===== src/hdl/psbd_pkg.sv =====
package psbd_pkg;

  // result status codes
  localparam logic [1:0] ST_OK    = 2'd0;
  localparam logic [1:0] ST_FULL  = 2'd1;
  localparam logic [1:0] ST_EMPTY = 2'd2;

  // operation codes
  localparam logic OP_INSERT = 1'b0;
  localparam logic OP_POP    = 1'b1;

  localparam int DEPTH_DEFAULT = 128;
  localparam logic [7:0] CAPACITY_RESET = 8'd128;

  typedef struct packed {
    logic               operation;
    logic signed [31:0] value;
  } item_t;

  typedef struct packed {
    logic [1:0]         status;
    logic signed [31:0] popped_value;
    logic [7:0]         occupancy;
  } result_t;

endpackage


===== src/hdl/parity_steered_bounded_deque_unit.sv =====
// Bounded deque of signed 32-bit values in a DEPTH-entry ring memory. An item is
// taken on any cycle with start high; busy stays low, so one item per cycle is
// sustained. Each item gives exactly one result on response, marked by done in the
// cycle after the transfer, in step with the registered read of the ring memory,
// which a pop needs for its front entry. The receiver cannot stall, so results
// must be taken as they appear. Inserts of even values go to the back, odd
// values to the front; capacity (APB register at address 0) caps the count,
// saturating at DEPTH. The ring memory is not cleared at reset and needs no
// clearing pass.
module parity_steered_bounded_deque_unit #(
  parameter int DEPTH = psbd_pkg::DEPTH_DEFAULT
) (
  input  logic              clk,
  input  logic              rst,
  input  logic              start,
  output logic              busy,
  input  psbd_pkg::item_t   request,
  output logic              done,
  output psbd_pkg::result_t response,
  input  logic              psel,
  input  logic              penable,
  input  logic              pwrite,
  input  logic [1:0]        paddr,
  input  logic [31:0]       pwdata,
  output logic [31:0]       prdata,
  output logic              pready
);
  import psbd_pkg::*;

  localparam int AW = (DEPTH > 1) ? $clog2(DEPTH) : 1;
  localparam int CW = $clog2(DEPTH + 1);
  localparam int LW = (CW > 8) ? CW : 8;
  localparam int SW = AW + 1;
  localparam logic [AW-1:0] LAST_SLOT = AW'(DEPTH - 1);
  localparam logic [SW-1:0] DEPTH_S = SW'(DEPTH);
  localparam logic [LW-1:0] DEPTH_L = LW'(DEPTH);

  // ring memory
  logic [31:0] mem [DEPTH];
  logic [31:0] rdata;

  // control registers
  logic [7:0]    capacity;
  logic [AW-1:0] front;
  logic [AW-1:0] front_next;
  logic [CW-1:0] count;
  logic [CW-1:0] count_next;

  // result stage
  logic       pop_ok;
  logic [1:0] status;
  logic [7:0] occupancy;

  logic          accept;
  logic          wr_en;
  logic [AW-1:0] wr_addr;
  logic [1:0]    status_next;
  logic [SW-1:0] back_sum;
  logic [AW-1:0] back_slot;
  logic [AW-1:0] front_prev;
  logic [AW-1:0] front_succ;
  logic [LW-1:0] limit;
  logic [LW-1:0] cap_l;
  logic          is_full;
  logic          is_empty;
  logic          cfg_write;

  assign busy   = 1'b0;
  assign pready = 1'b1;
  assign accept = start && !busy;

  // apb register access
  assign cfg_write = psel && penable && pwrite && pready && (paddr == 2'd0);
  assign prdata    = (paddr == 2'd0) ? {24'd0, capacity} : 32'd0;

  // ring position arithmetic
  assign back_sum   = SW'(front) + SW'(count);
  assign back_slot  = (back_sum >= DEPTH_S) ? AW'(back_sum - DEPTH_S) : AW'(back_sum);
  assign front_prev = (front == '0) ? LAST_SLOT : front - AW'(1);
  assign front_succ = (front == LAST_SLOT) ? '0 : front + AW'(1);

  // limit saturates at the ring size
  assign cap_l    = LW'(capacity);
  assign limit    = (cap_l > DEPTH_L) ? DEPTH_L : cap_l;
  assign is_full  = LW'(count) >= limit;
  assign is_empty = (count == '0);

  // next state of the deque for one item
  always_comb begin
    front_next  = front;
    count_next  = count;
    status_next = ST_OK;
    wr_en       = 1'b0;
    wr_addr     = back_slot;
    if (request.operation == OP_INSERT) begin
      if (is_full) begin
        status_next = ST_FULL;
      end else if (!request.value[0]) begin
        wr_en      = 1'b1;
        count_next = count + CW'(1);
      end else begin
        wr_en      = 1'b1;
        wr_addr    = front_prev;
        front_next = front_prev;
        count_next = count + CW'(1);
      end
    end else begin
      if (is_empty) begin
        status_next = ST_EMPTY;
      end else begin
        front_next = front_succ;
        count_next = count - CW'(1);
      end
    end
  end

  // memory write and registered read of the front entry
  always_ff @(posedge clk) begin
    if (accept && wr_en) begin
      mem[wr_addr] <= request.value;
    end
    rdata <= mem[front];
  end

  // control state and result stage
  always_ff @(posedge clk) begin
    if (rst) begin
      capacity <= CAPACITY_RESET;
      front    <= '0;
      count    <= '0;
      done     <= 1'b0;
    end else begin
      if (cfg_write) begin
        capacity <= pwdata[7:0];
      end
      done <= accept;
      if (accept) begin
        front <= front_next;
        count <= count_next;
      end
    end
  end

  // result payload, no reset needed
  always_ff @(posedge clk) begin
    if (accept) begin
      status    <= status_next;
      pop_ok    <= (request.operation == OP_POP) && !is_empty;
      occupancy <= 8'(count_next);
    end
  end

  always_comb begin
    response.status       = status;
    response.popped_value = pop_ok ? rdata : 32'd0;
    response.occupancy    = occupancy;
  end

  // checks
  a_done_follows: assert property (@(posedge clk) disable iff (rst)
    accept |=> done) else $error("transfer without result");

  a_no_spurious: assert property (@(posedge clk) disable iff (rst)
    done |-> $past(accept)) else $error("result without transfer");

  a_count_bound: assert property (@(posedge clk) disable iff (rst)
    CW'(count) <= CW'(DEPTH)) else $error("count above ring size");

  a_full_keeps: assert property (@(posedge clk) disable iff (rst)
    (done && response.status == ST_FULL) |-> response.occupancy == $past(8'(count)))
    else $error("rejected insert changed count");

  a_pop_shrinks: assert property (@(posedge clk) disable iff (rst)
    (accept && request.operation == OP_POP && !is_empty) |=> count == $past(count) - CW'(1))
    else $error("pop did not shrink count");

endmodule


===== config.mk =====
export PLATFORM = sky130hd
export DESIGN_NAME = parity_steered_bounded_deque_unit
export DESIGN_NICKNAME = d
export VERILOG_FILES = /design/src/hdl/psbd_pkg.sv /design/src/hdl/parity_steered_bounded_deque_unit.sv
export SDC_FILE = /design/constraint.sdc
export NUM_CORES = 2
export LEC_CHECK = 0
export BUFFER_PORTS_ARGS = -buffer_cell sky130_fd_sc_hd__buf_2
export CAP_MARGIN = 20
export CORE_ASPECT_RATIO = 0.8
export CORE_UTILIZATION = 25
export DETAILED_ROUTE_END_ITERATION = 6
export MAX_ROUTING_LAYER = met4
export SYNTH_ARGS = -nofsm -noshare
export SYNTH_HDL_FRONTEND = slang
export SYNTH_SLANG_ARGS = --single-unit

===== constraint.sdc =====
create_clock -name clk -period 6.2 [get_ports clk]
set_input_delay 0.93 -clock clk [delete_from_list [all_inputs] [get_ports clk]]
set_output_delay 0.93 -clock clk [all_outputs]
set_load 0.03 [all_outputs]

==> Word-level counts from Yosys, hierarchy flattened <==
Memories as Yosys holds them, arrays and structs flattened. A register that Yosys moved wholly into a read port is not among the register bits.
Cells that the tools add are included.
{ "classes": {"n_addsub": 6, "magnitude_cmp": 3, "eq_ne": 3, "muxes": 23, "reduce_logical": 11} }
{ "ops": {"columns": ["operator", "count"], "rows": [
  ["2-to-1 mux 7 bit", 10],
  ["2-to-1 mux 8 bit", 5],
  ["2-to-1 mux 32 bit", 1],
  ["subtractor 7 x 1 -> 7 bit, second input constant", 2],
  ["adder 7 x 8 -> 8 bit", 1],
  ["adder 8 x 1 -> 8 bit, second input constant", 1],
  [">= comparator 8 bit", 1],
  [">= comparator 8 bit, second input constant", 1],
  ["> comparator 8 bit, second input constant", 1],
  ["zero test 8 bit", 1],
  ["subtractor 8 x 1 -> 8 bit, second input constant", 1],
  ["adder 7 x 1 -> 7 bit, second input constant", 1],
  ["== test 7 bit, second input constant", 1],
  ["zero test 7 bit", 1],
  ["logical AND 1 bit", 5],
  ["2-to-1 mux 1 bit", 5],
  ["2-to-1 mux 2 bit", 2],
  ["inequality test 2 bit, second input constant", 2],
  ["AND reduction 4 bit", 1],
  ["zero test 2 bit", 1],
  ["nonzero test 2 bit", 1],
  ["zero test 1 bit", 1]
]} }
{ "totals": {"ff_bits": 35, "mem_bits_rw": 4096, "inputBits": 73, "elab_cells": 54, "memories": 1} }
{ "memory_table": {"columns": ["name", "depth", "width", "rd", "rd_clocked_by_memory_dff", "wr", "line_no", "text"], "rows": [
  ["mem", 128, 32, 1, 1, 1, "parity_steered_bounded_deque_unit.sv:39", "logic [31:0] mem [DEPTH];"]
]} }

==> Depth between registers and ports, before layout <==
{ "depth": {"ltp_word": 8, "mapped_depth": 16} }

==> Least setup slack after synthesis <==
Ideal clock, no wire load.
{ "synth_timing": {"path_type": "flip-flop to flip-flop", "from": "reg front[0]", "to": "mem mem[54][0], enable pin", "setup_time_ns": 0.461, "arrival_ns": 5.371, "required_ns": 5.739, "setup_slack_ns": 0.368, "stages_incl_launch_ff": 15, "synth_period_minus_slack_ns": 5.832, "path_cell_list": "dfxtp_1 buf_6 buf_6 buf_6 buf_6 inv_2 buf_1 ha_1 or4b_4 a211oi_2 o21ai_0 nor4b_1 a31oi_1 buf_2 nor3_1"} }
{ "synth_via": {"elab_chain_len": 6, "word_cells_on_any_way": 10, "classes_between": "3 x add/sub; 1 x order compare; 5 x mux; 1 x reduce/logical"} }
{ "synth_rtl": {"columns": ["element", "line_no", "text"], "rows": [
  ["from (decl)", "parity_steered_bounded_deque_unit.sv:44", "logic [AW-1:0] front;"],
  ["from (signal assigned)", "parity_steered_bounded_deque_unit.sv:138", "front <= front_next;"],
  ["adder 7 x 8 -> 8 bit", "parity_steered_bounded_deque_unit.sv:77", "assign back_sum = SW'(front) + SW'(count);"],
  ["subtractor 7 x 1 -> 7 bit or >= comparator 8 bit (tied branches)", "parity_steered_bounded_deque_unit.sv:78", "assign back_slot = (back_sum >= DEPTH_S) ? AW'(back_sum - DEPTH_S) : AW'(back_sum);"],
  ["2-to-1 mux 7 bit", "parity_steered_bounded_deque_unit.sv:78", null],
  ["2-to-1 mux 7 bit", "parity_steered_bounded_deque_unit.sv:98", "end else if (!request.value[0]) begin"],
  ["2-to-1 mux 7 bit", "parity_steered_bounded_deque_unit.sv:96", "if (is_full) begin"],
  ["2-to-1 mux 7 bit *", "parity_steered_bounded_deque_unit.sv:95", "if (request.operation == OP_INSERT) begin"],
  ["to (decl)", "parity_steered_bounded_deque_unit.sv:39", null]
]} }
Every way passes the cells marked *; elsewhere a longest branch is shown, timed or not.

==> Final worst setup path <==
{ "layout_timing": {"from": "reg count[0]", "to": "mem mem[27][28], enable pin"} }
{ "layout_via": {"elab_chain_len": 6, "word_cells_on_any_way": 13, "classes_between": "2 x add/sub; 2 x order compare; 8 x mux; 1 x reduce/logical"} }
{ "layout_rtl": {"columns": ["element", "line_no", "text"], "rows": [
  ["from (decl)", "parity_steered_bounded_deque_unit.sv:46", "logic [CW-1:0] count;"],
  ["from (signal assigned)", "parity_steered_bounded_deque_unit.sv:139", "count <= count_next;"],
  ["adder 7 x 8 -> 8 bit or >= comparator 8 bit (tied branches)", "parity_steered_bounded_deque_unit.sv:77, parity_steered_bounded_deque_unit.sv:85", null],
  ["subtractor 7 x 1 -> 7 bit, or another cell as far along", "parity_steered_bounded_deque_unit.sv:78", null],
  ["2-to-1 mux 7 bit or 2-to-1 mux 1 bit (tied branches)", "parity_steered_bounded_deque_unit.sv:78, parity_steered_bounded_deque_unit.sv:95", null],
  ["2-to-1 mux 7 bit or logical AND 1 bit (tied branches)", "parity_steered_bounded_deque_unit.sv:98, parity_steered_bounded_deque_unit.sv:119", null],
  ["2-to-1 mux 7 bit or 2-to-1 mux 1 bit (tied branches)", "parity_steered_bounded_deque_unit.sv:96, parity_steered_bounded_deque_unit.sv:119", null],
  ["2-to-1 mux 7 bit or 2-to-1 mux 1 bit (tied branches)", "parity_steered_bounded_deque_unit.sv:95, parity_steered_bounded_deque_unit.sv:120", null]
]} }
Several ways; a longest one is shown, not always the timed one.

==> flow_summary.yaml <==
cts:
  worstSkewPairLatency_ns: 0.95
  cts_setup_buffers: 0
  clock_path_buffers: 4
  cts_hold_buf: 0
  cts_buffers: 384
  cts_sinks: 4163
  h-tree-depth: 5
  cts_resized: 0
  path_clk_slew_ns: 0.07
  clockRootBuffer: "clkbuf_16"
  tritoncts: "done"
place:
  place.gp.congestion: 0.834
  portBuffers: 99
  place_area_um2: 174000
  hpwl_um: 265000
synth:
  synth_top_area_share_pct: 76.7
  netlist_top_cells_count: "4107 x edfxtp_1, 977 x mux4_2, 460 x mux2i_1"
  synth_area_leader_cell: "edfxtp_1"
  synth_edf_count: 4107
  async_flop_share_pct: 0
  synthCells: 7206
  synth.distinct_cells: 83
  synthFlopType: "edfxtp_1"
  synth_most_common_cell: "edfxtp_1"
  ys_ff_latch: 4163
  synth_area_leaders: "edfxtp_1 77%, mux4_2 14%, mux2i_1 2.9%, a22oi_1 1.1%, dfxtp_1 0.70%"
  synth_area_um2: 161000
  ys_seq_area_share_pct: 77.4
  synth-warning-count: 0
  syn_avg_cell_area_um2: 22.3
worst_setup_path:
  worstPathCellList: "inv_1, ha_1, nand2b_1, a2111oi_2, o2111ai_1, nand2_1, mux2i_1, nand2_1, nor2_4, buf_4"
  crit_path_max_incr_delay_ns: 0.73
  path_max_fanout: 23
  required_ns: 6.81
  cp-end-kind: "register"
  crit_arrival_ns: 5.69
  worstSetupStartpointType: "register"
  critical_path.most_common_cell: "nand2_1"
  crit_slowest_cell: "nor2_4"
  ff2ff_setup_slack_ns: 1.12
  crit_type: "register to register"
floorplanning:
  initial_core_util_pct: 25.1
  core.rowCount: 263
  die_area_um2: 646000
  coreArea_um2: 641000
  die_x_um: 899
  die_h_um: 719
  io_pins: 150
drt:
  num_vias: 79200
  routed_wl_um: 453000
  firstDrtPassIters: 7
  first_iter_violations: 11400
  ant_nets: 0
  drc_errors: 24
  avgRoutedWirePerCell_um: 27.5
  viasPerCell: 4.82
finish:
  num-nets-final: 7719
  stdcell_area_um2: 186000
  syn_to_final_growth_pct: 15.7
  drive_above_1_share_pct: 26.9
power_and_ir_drop:
  clkPwrFrac_pct: 33.5
  switching_share_pct: 28.9
  switchingPower_mw: 20.4
  internal-power_mw: 50.2
  pwr-share-comb_pct: 21.3
  p_total_mw: 70.6
  seqPwrFrac_pct: 45.2
  pwr_density_cell_nw_per_um2: 380
  p_leak_nw: 54.5
  ir_drop_mv: 0.285
outcome:
  violations: "design-rule violations"
  outcome: "finished, violations left"
grt:
  grt_pass1_vias: 76300
  grt_pass1_wl_um: 625000
  grt_max_degree: 129
  overflow: 0
  grtUsageTotal_pct: 13.9
  antenna_found_initial: 49
sta:
  finClkSkew_ns: 0.0524
  hold_viol_final: 0
  slew_headroom_pct: 14.8
  rsz0062_at_grt: "false"
  worst_slew_pin_slew_ns: 1.28
  period_share_pct: 81.9
  setup_tns_ns: 0
  report.final.slew_viol_count: 0
  finalSetupViolCount: 0
  max_freq_ghz: 0.197
  min_period_ns: 5.08
  finalHoldWorstSlack_ns: 0.213
min_path:
  hold_path_class: "input pin to register"
run:
  maxCapViolCount: 0
[worst max-delay path: cells and delay by family, from the launching register on]
kind	cells	cell delay [ns]
simple gates	4	1.69
compound gates	2	0.96
mux	1	0.67
flops	1	0.57
buf+inv	2	0.52
fa+ha+maj	1	0.31
[per-stage QoR]
stage,utilization [%],instances,setup slack (ns)
after floorplan,-,7230,0.368
after global placement,27.1,15700,1.11
after detailed placement,27.1,15700,1.12
after CTS,29.0,16400,1.07
after global routing,29.0,16400,0.821
final,29.0,16500,1.12
[kinds of logic (layout without fill, tap and decap cells)]
kind of cell	count (synthesis)	after routing	synth area share (%)
multiplexers	1448	1448	16.6
adder cells (fa/ha/maj)	21	21	0.168
XOR/XNOR	15	15	0.0817
other	2	65	0.00467
AND/OR/NAND/NOR	586	586	1.74
flip-flops	4163	4163	77.4
AO/OA/AOI/OAI	538	538	2.41
buffers and inverters	433	1134	1.55
[placed cells by master (no fill, tap or decap), types with 59 or more instances in the layout]
cell and n:
a22oi_1 230, nor2_1 69, clkbuf_16 390, clkinv_2 59, nor2_4 102, mux4_2 977
nand2_1 124, buf_2 67, clkbuf_1 84, clkinv_1 83, buf_4 331, nand3_1 95
edfxtp_1 4107, mux2i_1 460
[layer usage]
metal  up-vias  track usage, %  routed length, um
met2      3992            19.8             198000
met5         -               -                  0
met4         0            3.33              11200
li1      31500               -                  -
met3       613            3.15              47000
met1     43200            20.1             197000
[final timing paths]
| path | from | depth (start not counted) | end |
|---|---|---|---|
| hold / removal | pwdata[1] | 3 | cap_l[1] |
| setup / recovery | count[0] | 10 | mem[27][28] |
| hold reg to reg | cap_l[7] | 1 | cap_l[7] |
| setup reg to reg | count[0] | 10 | mem[27][28] |
[power groups by stage]
stage | Clock (mW) | Sequential [mW] | Combinational [mW]
after floorplan | 0 | 32.2 | 9.04
after global placement | 0 | 32.5 | 15.0
after detailed placement | 0 | 32.6 | 15.0
after CTS | 24.0 | 32.0 | 15.1
after global routing | 25.0 | 32.0 | 15.7
final | 23.6 | 31.9 | 15.0
[state kept, by name, summed over array words and instances (netlist names)]
signal	cells
done	1
occupancy	8
status	2
front	7
cap_l	8
pop_ok	1
mem	4096
count	8
rdata	32
[layout make-up]
| cell class | instances | area, um2 |
|---|---|---|
| Clock inverter | 211 | 2110 |
| Clock buffer | 481 | 10200 |
| Antenna cell | 39 | 97.6 |
| Tap cell | 8480 | 10600 |
| Inverter | 10 | 37.5 |
| Timing Repair Buffer | 432 | 3520 |
| Fill cell | 61900 | 455000 |
| Sequential cell | 4163 | 124000 |
| Multi-Input combinational cell | 2634 | 35000 |
Power figures use the tool's default switching activity.
